===== src/rtl/core/p3fc_pkg.sv =====
// Shared types, constants and helpers of the POP3 flow classifier.
`timescale 1ns / 1ps

package p3fc_pkg;

	localparam int CMD_COUNT = 11;
	localparam int IN_DATA_W = 80;
	localparam int OUT_DATA_W = 24;
	localparam int CFG_DATA_W = 8;
	localparam int CFG_INDEX_W = 1;

	// register indexes on the config port
	localparam logic [CFG_INDEX_W-1:0] CFG_TLS_SWITCH_EN = 1'd0;
	localparam logic [CFG_INDEX_W-1:0] CFG_EXCLUDE_AFTER = 1'd1;

	localparam logic [7:0] EXCLUDE_AFTER_RST = 8'd12;
	localparam logic [15:0] CRLF_WORD = 16'h0d0a;
	localparam logic [8:0] DETECT_THRESHOLD = 9'd3;
	localparam logic [7:0] RESP_MAX = 8'hff;

	// command bit positions in the seen mask
	localparam int CMD_USER = 2;
	localparam int CMD_PASS = 3;
	localparam int CMD_STLS = 10;

	typedef enum logic [1:0] {
		VERDICT_NONE     = 2'd0,
		VERDICT_POP      = 2'd1,
		VERDICT_POPS     = 2'd2,
		VERDICT_EXCLUDED = 2'd3
	} verdict_t;

	typedef logic [CMD_COUNT-1:0] cmd_mask_t;

	// command words, byte 0 in bits 31..24
	typedef logic [31:0] cmd_word_t;
	localparam cmd_word_t CMD_WORDS [CMD_COUNT] = '{
		"AUTH", "APOP", "USER", "PASS", "CAPA", "LIST",
		"STAT", "UIDL", "RETR", "DELE", "STLS"
	};

	// one packet summary as it enters the block
	typedef struct packed {
		logic        new_flow;
		logic [15:0] payload_length;
		logic [31:0] head_bytes;
		logic [15:0] tail_bytes;
		logic        argument_present;
		logic [7:0]  packet_index;
	} item_t;

	// what the decoder found in the leading bytes
	typedef struct packed {
		logic      is_ok;
		logic      is_err;
		cmd_mask_t cmd;
		logic      crlf;
	} token_t;

	// result word, last field in the lowest bits
	typedef struct packed {
		logic [7:0] response_total;
		cmd_mask_t  seen_commands;
		logic       cleartext_credentials;
		logic       extra_inspection;
		logic       switch_to_tls;
		verdict_t   verdict;
	} result_t;

	function automatic logic [7:0] fold_upper(input logic [7:0] c);
		if (c >= "a" && c <= "z") begin
			return c - 8'd32;
		end
		return c;
	endfunction

	function automatic logic [3:0] count_cmds(input cmd_mask_t m);
		logic [3:0] n;
		n = '0;
		for (int i = 0; i < CMD_COUNT; i++) begin
			n = n + {3'd0, m[i]};
		end
		return n;
	endfunction

endpackage


===== src/rtl/core/p3fc_decode.sv =====
// Token decoder: case-folded match of the leading bytes, CRLF check.
`timescale 1ns / 1ps

module p3fc_decode (
	input  p3fc_pkg::item_t  item,
	output p3fc_pkg::token_t tok
);
	import p3fc_pkg::*;

	logic [31:0] folded;
	logic        len_gt2;
	logic        len_gt3;
	logic        len_gt4;

	always_comb begin
		for (int i = 0; i < 4; i++) begin
			folded[8*i +: 8] = fold_upper(item.head_bytes[8*i +: 8]);
		end
	end

	assign len_gt2 = item.payload_length > 16'd2;
	assign len_gt3 = item.payload_length > 16'd3;
	assign len_gt4 = item.payload_length > 16'd4;

	always_comb begin
		tok.crlf   = len_gt2 && (item.tail_bytes == CRLF_WORD);
		tok.is_ok  = len_gt3 && (folded[31:8] == "+OK");
		tok.is_err = len_gt4 && (folded == "-ERR");
		// command words are distinct, so at most one bit is set
		for (int k = 0; k < CMD_COUNT; k++) begin
			tok.cmd[k] = len_gt4 && (folded == CMD_WORDS[k]);
		end
	end

endmodule


===== src/rtl/core/p3fc_flow.sv =====
// Per-flow state and verdict logic; state updates when a word leaves stage 1.
`timescale 1ns / 1ps

module p3fc_flow (
	input  logic              clk,
	input  logic              arst_n,
	input  logic              upd,
	input  p3fc_pkg::item_t   item,
	input  p3fc_pkg::token_t  tok,
	input  logic              tls_switch_enable,
	input  logic [7:0]        exclude_after_packets,
	output p3fc_pkg::result_t res
);
	import p3fc_pkg::*;

	cmd_mask_t  mask_q;
	logic [7:0] resp_q;
	logic       stls_q;
	logic       pw_q;

	cmd_mask_t  mask_cur, mask_n;
	logic [7:0] resp_cur, resp_n;
	logic       stls_cur, stls_n;
	logic       pw_cur, pw_n;
	logic       matched;
	logic       finished;
	logic       keep;
	logic [8:0] score;

	// new_flow wipes state before this packet is looked at
	always_comb begin
		mask_cur = item.new_flow ? '0 : mask_q;
		resp_cur = item.new_flow ? '0 : resp_q;
		stls_cur = item.new_flow ? 1'b0 : stls_q;
		pw_cur   = item.new_flow ? 1'b0 : pw_q;
	end

	always_comb begin
		mask_n = mask_cur | tok.cmd;
		resp_n = resp_cur;
		if ((tok.is_ok || tok.is_err) && resp_cur != RESP_MAX) begin
			resp_n = resp_cur + 8'd1;
		end
		stls_n = stls_cur;
		if (tok.is_err) begin
			stls_n = 1'b0;
		end else if (tok.cmd[CMD_STLS]) begin
			stls_n = 1'b1;
		end
		pw_n = tok.cmd[CMD_PASS] ? item.argument_present : pw_cur;
	end

	assign matched  = tok.is_ok || tok.is_err || (|tok.cmd);
	assign finished = tok.is_ok && stls_cur && tls_switch_enable;
	assign score    = {5'd0, count_cmds(mask_n)} + {1'b0, resp_n};
	assign keep     = (tok.crlf || mask_cur != '0 || resp_cur != '0) &&
		(item.packet_index < exclude_after_packets);

	always_comb begin
		res                       = '0;
		res.verdict               = VERDICT_NONE;
		res.switch_to_tls         = finished;
		res.cleartext_credentials = tok.cmd[CMD_USER] || tok.cmd[CMD_PASS];
		res.seen_commands         = mask_n;
		res.response_total        = resp_n;
		if (tok.is_ok && stls_cur) begin
			res.verdict = VERDICT_POPS;
		end
		if (matched) begin
			if (!finished && tok.crlf && score >= DETECT_THRESHOLD && resp_n != '0 &&
				(pw_n || {1'b0, resp_n} >= DETECT_THRESHOLD)) begin
				res.verdict          = VERDICT_POP;
				res.extra_inspection = !pw_n;
			end
		end else if (!keep) begin
			res.verdict = VERDICT_EXCLUDED;
		end
	end

	always_ff @(posedge clk or negedge arst_n) begin
		if (!arst_n) begin
			mask_q <= '0;
			resp_q <= '0;
			stls_q <= 1'b0;
			pw_q   <= 1'b0;
		end else if (upd) begin
			mask_q <= mask_n;
			resp_q <= resp_n;
			stls_q <= stls_n;
			pw_q   <= pw_n;
		end
	end

	// within a flow the response count never goes backward
	a_resp_monotonic: assert property (@(posedge clk) disable iff (!arst_n)
		(upd && !item.new_flow) |-> (resp_n >= resp_q))
		else $error("response count decreased within a flow");

	// within a flow the command mask only gains bits
	a_mask_grows: assert property (@(posedge clk) disable iff (!arst_n)
		(upd && !item.new_flow) |-> ((mask_n & mask_q) == mask_q))
		else $error("command mask lost a bit within a flow");

	a_switch_pops: assert property (@(posedge clk) disable iff (!arst_n)
		res.switch_to_tls |-> (res.verdict == VERDICT_POPS))
		else $error("TLS switch without POPS verdict");

	a_extra_pop: assert property (@(posedge clk) disable iff (!arst_n)
		res.extra_inspection |-> (res.verdict == VERDICT_POP))
		else $error("extra inspection without POP verdict");

	a_state_held: assert property (@(posedge clk) disable iff (!arst_n)
		!upd |=> ($stable(mask_q) && $stable(resp_q)))
		else $error("flow state changed with no word retired");

endmodule


===== src/rtl/core/pop3_flow_classifier.sv =====
// Top level of the POP3 flow classifier: stream ports, config, pipeline registers.
`timescale 1ns / 1ps

// POP3 flow classifier. Takes one packet summary word per clock on the
// s_ stream while s_tready is high and returns one result word per packet
// on the m_ stream, in order, through the input register, then the result
// register; with m_tready held high the block sustains one word per cycle.
// The rate is set by the flow-state read-modify-write in p3fc_flow, which
// is done in the cycle a word moves from the input register to the result
// register. While a result waits with m_tready low, the input register
// still takes one more word; after that intake stalls until the result is
// taken.
// Config writes (cfg_we/cfg_index/cfg_wdata) take effect on the next edge
// and must be made only while no word is in flight.
module pop3_flow_classifier (
	input  logic                                  clk,
	input  logic                                  arst_n,
	// config write port
	input  logic                                  cfg_we,
	input  logic [p3fc_pkg::CFG_INDEX_W-1:0]      cfg_index,
	input  logic [p3fc_pkg::CFG_DATA_W-1:0]       cfg_wdata,
	// packet summary stream
	input  logic                                  s_tvalid,
	output logic                                  s_tready,
	// [15:0] payload_length, [47:16] head_bytes, [63:48] tail_bytes,
	// [64] argument_present, [72:65] packet_index, [79:73] zero
	input  logic [p3fc_pkg::IN_DATA_W-1:0]        s_tdata,
	// [0] new_flow
	input  logic                                  s_tuser,
	// result stream
	output logic                                  m_tvalid,
	input  logic                                  m_tready,
	// [1:0] verdict, [2] switch_to_tls, [3] extra_inspection,
	// [4] cleartext_credentials, [15:5] seen_commands, [23:16] response_total
	output logic [p3fc_pkg::OUT_DATA_W-1:0]       m_tdata
);
	import p3fc_pkg::*;

	// config registers
	logic       tls_en_q;
	logic [7:0] excl_after_q;

	// stage 1: captured packet summary
	logic    valid_s1;
	item_t   item_s1;
	// stage 2: result word held for the consumer
	logic    valid_s2;
	result_t res_s2;

	token_t  tok;
	result_t res;
	logic    adv;     // stage 1 word retires into stage 2 this cycle
	logic    in_acc;

	assign adv      = valid_s1 && (!valid_s2 || m_tready);
	assign s_tready = !valid_s1 || adv;
	assign in_acc   = s_tvalid && s_tready;

	always_ff @(posedge clk or negedge arst_n) begin
		if (!arst_n) begin
			tls_en_q     <= 1'b0;
			excl_after_q <= EXCLUDE_AFTER_RST;
		end else if (cfg_we) begin
			case (cfg_index)
				CFG_TLS_SWITCH_EN: tls_en_q     <= cfg_wdata[0];
				CFG_EXCLUDE_AFTER: excl_after_q <= cfg_wdata[7:0];
				default: ;
			endcase
		end
	end

	// input register
	always_ff @(posedge clk or negedge arst_n) begin
		if (!arst_n) begin
			valid_s1 <= 1'b0;
		end else if (s_tready) begin
			valid_s1 <= s_tvalid;
		end
	end

	always_ff @(posedge clk) begin
		if (in_acc) begin
			item_s1.new_flow         <= s_tuser;
			item_s1.payload_length   <= s_tdata[15:0];
			item_s1.head_bytes       <= s_tdata[47:16];
			item_s1.tail_bytes       <= s_tdata[63:48];
			item_s1.argument_present <= s_tdata[64];
			item_s1.packet_index     <= s_tdata[72:65];
		end
	end

	p3fc_decode u_decode (
		.item (item_s1),
		.tok  (tok)
	);

	p3fc_flow u_flow (
		.clk                   (clk),
		.arst_n                (arst_n),
		.upd                   (adv),
		.item                  (item_s1),
		.tok                   (tok),
		.tls_switch_enable     (tls_en_q),
		.exclude_after_packets (excl_after_q),
		.res                   (res)
	);

	// result register
	always_ff @(posedge clk or negedge arst_n) begin
		if (!arst_n) begin
			valid_s2 <= 1'b0;
		end else if (!valid_s2 || m_tready) begin
			valid_s2 <= valid_s1;
		end
	end

	always_ff @(posedge clk) begin
		if (adv) begin
			res_s2 <= res;
		end
	end

	assign m_tvalid = valid_s2;
	assign m_tdata  = res_s2;

	// a stalled result must not change under the consumer
	a_out_hold: assert property (@(posedge clk) disable iff (!arst_n)
		$past(valid_s2 && !m_tready) |-> (valid_s2 && $stable(res_s2)))
		else $error("result word changed while stalled");

	// a captured word cannot be overwritten before it retires
	a_no_overrun: assert property (@(posedge clk) disable iff (!arst_n)
		(valid_s1 && !adv) |-> !s_tready)
		else $error("input register overrun");

	// a retiring word always lands in the result register
	a_retire: assert property (@(posedge clk) disable iff (!arst_n)
		adv |=> valid_s2)
		else $error("retired word lost");

endmodule

===== config.mk =====
export PLATFORM = sky130hd
export DESIGN_NAME = pop3_flow_classifier
export DESIGN_NICKNAME = d
export VERILOG_FILES = /design/src/rtl/core/p3fc_pkg.sv /design/src/rtl/core/p3fc_decode.sv /design/src/rtl/core/p3fc_flow.sv /design/src/rtl/core/pop3_flow_classifier.sv
export SDC_FILE = /design/constraint.sdc
export NUM_CORES = 1
export LEC_CHECK = 0
export ABC_AREA = 1
export BUFFER_PORTS_ARGS = -buffer_cell sky130_fd_sc_hd__buf_2
export CAP_MARGIN = 15
export CORE_MARGIN = 4
export CORE_UTILIZATION = 56
export CTS_CLUSTER_SIZE = 20
export DETAILED_ROUTE_END_ITERATION = 16
export GPL_TIMING_DRIVEN = 0
export PLACE_DENSITY = 0.88
export REMOVE_ABC_BUFFERS = 1
export SYNTH_ARGS = -nofsm -noshare
export SYNTH_HDL_FRONTEND = slang
export SYNTH_SLANG_ARGS = --single-unit

===== constraint.sdc =====
create_clock -name clk -period 6.9 [get_ports clk]
set_input_delay 2.07 -clock clk [delete_from_list [all_inputs] [get_ports clk]]
set_output_delay 2.07 -clock clk [all_outputs]
set_load 0.02 [all_outputs]

==> impl_results.md, run 1 <==
- Result of the run: complete, no violations
- Fin cells: 983
- Area leader, netlist: edfxtp_1
- TritonCTS buffer count: 17
- # IOs: 121
- Tightest Pin Transition: 0.885 ns
- # fillers: 850
- Placement Cell Area: 7410 um2
- Initial core utilization: 57.7%
- Final antenna-violating net count: 0
- Setup Viol. Count Final: 0
- Post-CTS Setup Bufs: 0
- CTS clk-pin slew, worst paths: 0.06 ns
- Worst hold slack: 0.493 ns
- Clock sink total: 130
- Final Wtd Congestion: 0.932
- Hpwl dp: 11,200 um
- Hold Path Class: flip-flop to flip-flop
- Arr. time, crit path: 6.47 ns
- FFs w/ async S/R, synth: 24.6%
- Diode count: 0
- Endpoints failing hold: 0
- Number of gates resized after CTS: 0
- Sequential cell area fraction in the yosys report: 56.1%
- Yosys Warn Count: 0
- Post-synthesis mux area share: 0%
- Max_cap viols: 0
- Xor and xnor area share after synthesis: 0.899%
- Worst slew margin: 40.9%
- Setup Skew: 0.0101 ns
- Top post-synthesis cells by area: edfxtp_1 44%, dfrtp_1 11%, nand2_1 7.0%
- Std cell rows: 39
- Fin area: 7970 um2
- # port buffers: 113
- Largest family of logic cells by synthesized area: simple AND/OR/NAND/NOR gates
- Full die area: 13,700 um2
- Most common library cells after synthesis: 124 x nand2_1, 117 x inv_1, 98 x edfxtp_1
- Worst vdd ir: 0.238 mV
- First-iteration detailed-routing DRC count: 324
- CP required: 7.07 ns
- Leak: 3.65 nW
- Number of synthesized register bits: 130
- Top cell type's share of synthesized area: 44.1%
- Most used cell, CP: nand2_1
- GR Util All Layers: 23.6%
- Number of synthesized flops with an enable pin: 98
- Clk root buf: clkbuf_16
- Slew Limit Fails: 0
- P per Cell Area: 255 nW/um2
- First-pass GRT wire length: 24,500 um
- Final Util: 68.9%
- Htree depth: 4
- Minimum clock period: 6.29 ns
- Setup CP Type: flip-flop to flip-flop
- Initial antenna violation count: 1
- Fin Setup TNS: 0 ns
- Final wirelength: 14,900 um
- Clock Latency Late Sink: 0.43 ns
- Pin count of the biggest net entering global routing: 55
- Mean Syn Cell Area: 9.51 um2
- Top_reg_cell synth: edfxtp_1
- Max Clock Freq: 159 MHz
- Vias in the first global route: 5,267
- Routed vias/inst: 5.30
- Mapped Cells: 702
- Die width: 117 um
- Final net count: 951
- Cts hold-fix bufs: 0
- RSZ-0062 raised after global routing: false
- P&R area growth vs syn: 19.3%
- Post-synthesis cell area: 6680 um2
- Synth Area in Compound Gates: 5.23%
- CTS Buffer Depth: 2
- Drt drc: 0
- Total gr overflow: 0
- Slowest cell on crit path: fa_1
- Std-Cell Core Area: 11,600 um2
- Simple-gate share of the synthesized area: 23.8%
- Inst Count DP: 951
- Synth Area in Adders: 6.22%
- DR pass1 iterations: 5
- Worst setup SP type: flip-flop
- Crit path max fanout: 6
- Synth unique cells: 43
- Slowest stage delay, CP: 0.53 ns
- DR WL/cell: 15.1 um
- Crit end category: flip-flop
- Vias post-DR: 5,212
- Die Y: 117 um
- Layout cells sized above 1: 23.8%
- TritonCTS clock tree: done
- Period utilization: 91.2%
- Most frequent cell after synthesis: nand2_1
## registers in the layout, summed over array words and instances (netlist names), 8 cells and up
name	cells
excl_after_q	8
item_s1	74
u_flow.mask_q	11
u_flow.resp_q	8
m_tdata	24
## metrics by stage
stage / worst slack [ns] / total power [W]
after CTS: 0.668 / 0.00205
after floorplan: 1.55 / 0.00111
final: 0.605 / 0.00203
after detailed placement: 0.746 / 0.00121
after global routing: 0.220 / 0.00213
after global placement: 0.967 / 0.00119
## worst max-delay path, delay by kind of cell (launching register included)
kind	cells	cell delay (ns)
AO/OA/AOI/OAI	2	0.42
XOR/XNOR	2	0.35
adder cells (fa/ha/maj)	7	2.68
buffers and inverters	2	0.12
flip-flops	1	0.46
AND/OR/NAND/NOR	15	2.00
## area by class of cell
type                       count  area [um2]  area share [%]
multi-input combinational    436        2420            30.3
tap                          143         179            2.25
timing repair buffer         114         586            7.35
clock inverter                15         134            1.68
clock buffer                  17         425            5.34
inverter                     128         480            6.03
sequential                   130        3750            47.0
## routing by layer
metal | GRT usage (%) | wire [um] | part of all wire [%] | up-vias
met4 | 10.2 | 338 | 2.3 | 2
met3 | 8.38 | 1120 | 7.5 | 34
met2 | 39.7 | 7700 | 52 | 189
met5 | 0 | 19 | 0.13 | -
met1 | 27.2 | 5700 | 38 | 2409
li1 | - | - | - | 2578
## worst paths after layout
path	cells after the start	end	from	slack, ns
setup / recovery	28	m_tdata[0]$_DFFE_PP_	item_s1[52]$_DFFE_PP_	0.61
hold / removal	2	u_flow.resp_q[0]$_DFFE_PN0P_	u_flow.resp_q[0]$_DFFE_PN0P_	0.49
setup reg to reg	28	m_tdata[0]$_DFFE_PP_	item_s1[52]$_DFFE_PP_	0.61
hold reg to reg	2	u_flow.resp_q[0]$_DFFE_PN0P_	u_flow.resp_q[0]$_DFFE_PN0P_	0.49
max in group asynchronous	1	u_flow.resp_q[4]$_DFFE_PN0P_	arst_n	4.67
min in group asynchronous	1	u_flow.mask_q[4]$_DFFE_PN0P_	arst_n	1.72
## power breakdown
part	switching (W)	internal [W]	total, W
Combinational	0.000159	0.0000789	0.000238
Clock	0.000345	0.000497	0.000843
Sequential	0.0000315	0.000922	0.000954
## cell families after synthesis
kind of cell               count (synthesis)
xor gates and xnor gates                   6
and+or+nand+nor                          339
adders and majority gates                 29
buffers and inverters                    136
DFF                                      130
AOI/OAI and AO/OA                         62
## layout by cell type, fill, tap and decap left out, types with 3 or more instances in the layout
master and instances:
a21oi_1 15, nor2_2 9, nor2_4 3, nor2_1 86
fa_1 7, a31oi_1 3, nand3_2 8, o21ai_0 33
xor2_1 4, inv_2 12, nor4_1 7, nand2_2 8
nand2_1 124, nand3_1 49, ha_1 22, inv_6 3
clkbuf_16 17, clkinv_4 3, dfrtp_1 30, inv_1 115
edfxtp_1 98, nand4_1 20, buf_2 113, clkinv_2 5
nor3_1 16
(Power assumes the default switching activity.)
==> inputs of run 2 (changes only) <==
--- a/config.mk
+++ b/config.mk
@@ -17,4 +17,5 @@
 export REMOVE_ABC_BUFFERS = 1
 export SYNTH_ARGS = -nofsm -noshare
 export SYNTH_HDL_FRONTEND = slang
+export SYNTH_HIERARCHICAL = 1
 export SYNTH_SLANG_ARGS = --single-unit
==> impl_results.md, run 2 <==
- Xor and xnor area share after synthesis: 0.392% (was 0.899%)
- Final Wtd Congestion: 0.918 (was 0.932)
- Full die area: 13,800 um2 (was 13,700 um2)
- Synth Area in Compound Gates: 4.00% (was 5.23%)
- Reg2Reg Setup Slack: 0.90 ns (was 0.61 ns)
- Setup Skew: 0.00726 ns (was 0.0101 ns)
- # IOs: 121 (unchanged)
- Yosys Warn Count: 6 (was 0)
- Most frequent cells in the layout: 161 x nand2_1, 113 x buf_2, 111 x inv_1 (was 124 x nand2_1, 115 x inv_1, 113 x buf_2)
- Vias post-DR: 5,241 (was 5,212)
- Post-synthesis mux area share: 0% (unchanged)
- Std-Cell Core Area: 11,600 um2 (unchanged)
- Worst slew margin: 42.4% (was 40.9%)
- Routed vias/inst: 5.28 (was 5.30)
- Final net count: 960 (was 951)
- Cts hold-fix bufs: 0 (unchanged)
- Tightest Pin Transition: 0.864 ns (was 0.885 ns)
- # fillers: 807 (was 850)
- Synth Area in Adders: 6.20% (was 6.22%)
- Clk root buf: clkbuf_16 (unchanged)
- Clock sink total: 130 (unchanged)
- Number of synthesized register bits: 130 (unchanged)
- TritonCTS clock tree: done (unchanged)
- Area leader, netlist: edfxtp_1 (unchanged)
- Initial antenna violation count: 0 (was 1)
- Worst reg2reg path depth: 27 (was 28)
- Max_cap viols: 0 (unchanged)
- RSZ-0062 raised after global routing: false (unchanged)
- Slowest stage delay, CP: 0.51 ns (was 0.53 ns)
- Drt drc: 0 (unchanged)
- Htree depth: 4 (unchanged)
- Crit end category: flip-flop (unchanged)
- Top_reg_cell synth: edfxtp_1 (unchanged)
- Largest family of logic cells by synthesized area: simple AND/OR/NAND/NOR gates (unchanged)
- P per Cell Area: 254 nW/um2 (was 255 nW/um2)
- Mapped Cells: 711 (was 702)
- Reg area: 3750 um2 (unchanged)
- Die Y: 117 um (about the same)
- Area of the multi-input gates: 2460 um2 (was 2420 um2)
- Setup CP Type: flip-flop to flip-flop (unchanged)
- Die width: 117 um (about the same)
- Slowest cell on crit path: fa_1 (unchanged)
- Fin cells: 992 (was 983)
- Simple-gate share of the synthesized area: 26.0% (was 23.8%)
- Most used cell, CP: fa_1 (was nand2_1)
- Final wirelength: 14,500 um (was 14,900 um)
- Top cell type's share of synthesized area: 44.0% (was 44.1%)
- Number of gates resized after CTS: 0 (unchanged)
- Most common library cells after synthesis: 161 x nand2_1, 112 x inv_1, 98 x edfxtp_1 (was 124 x nand2_1, 117 x inv_1, 98 x edfxtp_1)
- Final antenna-violating net count: 0 (unchanged)
- Min-Delay Path Depth: 2 (unchanged)
- CTS Buffer Depth: 2 (unchanged)
- First-iteration detailed-routing DRC count: 413 (was 324)
- TritonCTS buffer count: 17 (unchanged)
- Hold Path Class: flip-flop to flip-flop (unchanged)
- Synth unique cells: 38 (was 43)
- Biggest register: item_s1 (unchanged)
- Top post-synthesis cells by area: edfxtp_1 44%, dfrtp_1 11%, nand2_1 9.0% (was edfxtp_1 44%, dfrtp_1 11%, nand2_1 7.0%)
- Arr. time, crit path: 6.17 ns (was 6.47 ns)
- Post-CTS Setup Bufs: 0 (unchanged)
- Crit path max fanout: 6 (unchanged)
- Std cell rows: 39 (unchanged)
- Clock Latency Late Sink: 0.42 ns (was 0.43 ns)
- Layout cells sized above 1: 22.4% (was 23.8%)
- Vias in the first global route: 5,178 (was 5,267)
- FFs w/ async S/R, synth: 24.6% (unchanged)
- Endpoints failing hold: 0 (unchanged)
- Sequential cell area fraction in the yosys report: 56.0% (was 56.1%)
- Post-synthesis cell area: 6700 um2 (was 6680 um2)
- Total gr overflow: 0 (unchanged)
- DR pass1 iterations: 5 (unchanged)
- Max Clock Freq: 167 MHz (was 159 MHz)
- Period utilization: 87.0% (was 91.2%)
- Mean Syn Cell Area: 9.42 um2 (was 9.51 um2)
- DR WL/cell: 14.6 um (was 15.1 um)
- Commonest non-fill, non-tap cell in the layout: nand2_1 (unchanged)
- Most frequent cell after synthesis: nand2_1 (unchanged)
- Hpwl dp: 10,600 um (was 11,200 um)
- Number of synthesized flops with an enable pin: 98 (unchanged)
- Minimum clock period: 6.00 ns (was 6.29 ns)
- Initial core utilization: 57.9% (was 57.7%)
- CP required: 7.07 ns (about the same)
- Inst Count DP: 960 (was 951)
- Pin count of the biggest net entering global routing: 41 (was 55)
- Diode count: 0 (unchanged)
- GR Util All Layers: 21.5% (was 23.6%)
- # port buffers: 113 (unchanged)
- Worst vdd ir: 0.242 mV (was 0.238 mV)
- Slew Limit Fails: 0 (unchanged)
- Fin Setup TNS: 0 ns (unchanged)
- P&R area growth vs syn: 20.9% (was 19.3%)
- Setup Viol. Count Final: 0 (unchanged)
- Leak: 3.72 nW (was 3.65 nW)
- Max reg flops: 74 (unchanged)
- Result of the run: complete, no violations (unchanged)
- Worst setup SP type: flip-flop (unchanged)
- CTS clk-pin slew, worst paths: 0.05 ns (was 0.06 ns)
- First-pass GRT wire length: 23,900 um (was 24,500 um)
[run 2: cell types whose count changed after synthesis, sizes merged, moves of 2 or more]
cell | previous run | this run
o211ai | 2 | 0
nand3b | 1 | 3
nor2 | 98 | 75
xor2 | 5 | 1
nand2 | 133 | 178
o21ai | 35 | 28
nor3 | 19 | 21
nand3 | 57 | 73
nand4 | 21 | 15
inv | 127 | 117
o41ai | 2 | 0
buf | 3 | 5
[run 2: path summary, 6_finish.rpt]
check                                             from                       endpoint
min in group asynchronous                       arst_n  u_flow/mask_q[10]$_DFFE_PN0P_
setup reg to reg                 item_s1[25]$_DFFE_PP_           m_tdata[3]$_DFFE_PP_
setup / recovery                 item_s1[25]$_DFFE_PP_           m_tdata[3]$_DFFE_PP_
hold reg to reg            excl_after_q[3]$_DFFE_PN1P_    excl_after_q[3]$_DFFE_PN1P_
hold / removal             excl_after_q[3]$_DFFE_PN1P_    excl_after_q[3]$_DFFE_PN1P_
max in group asynchronous                       arst_n   u_flow/resp_q[4]$_DFFE_PN0P_
[run 2: logic make-up (layout without fill, tap and decap cells)]
family	count (synthesis)	after routing
DFF	130	130
adders and majority gates	29	29
buffers and inverters	126	264
and+or+nand+nor	375	375
AOI/OAI and AO/OA	48	48
xor gates and xnor gates	3	3
[run 2: per-stage QoR]
step / hold WS [ns] / utilization [%] / total power, W / setup WS, ns / area (um2)
detailed placement: 0.463 / 64.4 / 0.00111 / 0.968 / 7440
global placement: 0.452 / 63.9 / 0.00109 / 0.479 / 7380
finish: 0.470 / 70.0 / 0.00206 / 0.900 / 8090
CTS: 0.476 / 70.0 / 0.00207 / 0.942 / 8090
floorplan: 0.434 / - / 0.00103 / 1.51 / 6640
global route: 0.501 / 70.0 / 0.00213 / 0.488 / 8090
[run 2: cell type report]
type / instances / share of cell area (%)
clock buffer: 24 / 6.20
clock inverter: 8 / 1.82
inverter: 117 / 5.46
multi-input combinational: 455 / 30.4
sequential: 130 / 46.3
tap: 143 / 2.21
timing repair buffer: 115 / 7.58
[run 2: worst max-delay path, delay by kind of cell (launching register included)]
kind / cells / cell delay (ns)
compound gates: 3 / 0.38
buf+inv: 3 / 0.17
flops: 1 / 0.44
simple gates: 14 / 1.86
fa+ha+maj: 7 / 2.92
[run 2: power by group]
group          switching, W  internal [W]  total [W]
combinational      0.000108     0.0000600   0.000168
clock              0.000315      0.000652   0.000968
sequential        0.0000239      0.000899   0.000923
[run 2: routing by layer]
layer / wire, um / share of wire [%] / track usage, %
met1: 5740 / 40 / 25.0
met2: 7350 / 51 / 37.3
met3: 1130 / 7.8 / 6.98
met4: 240 / 1.7 / 7.62
met5: 0 / 0 / 0
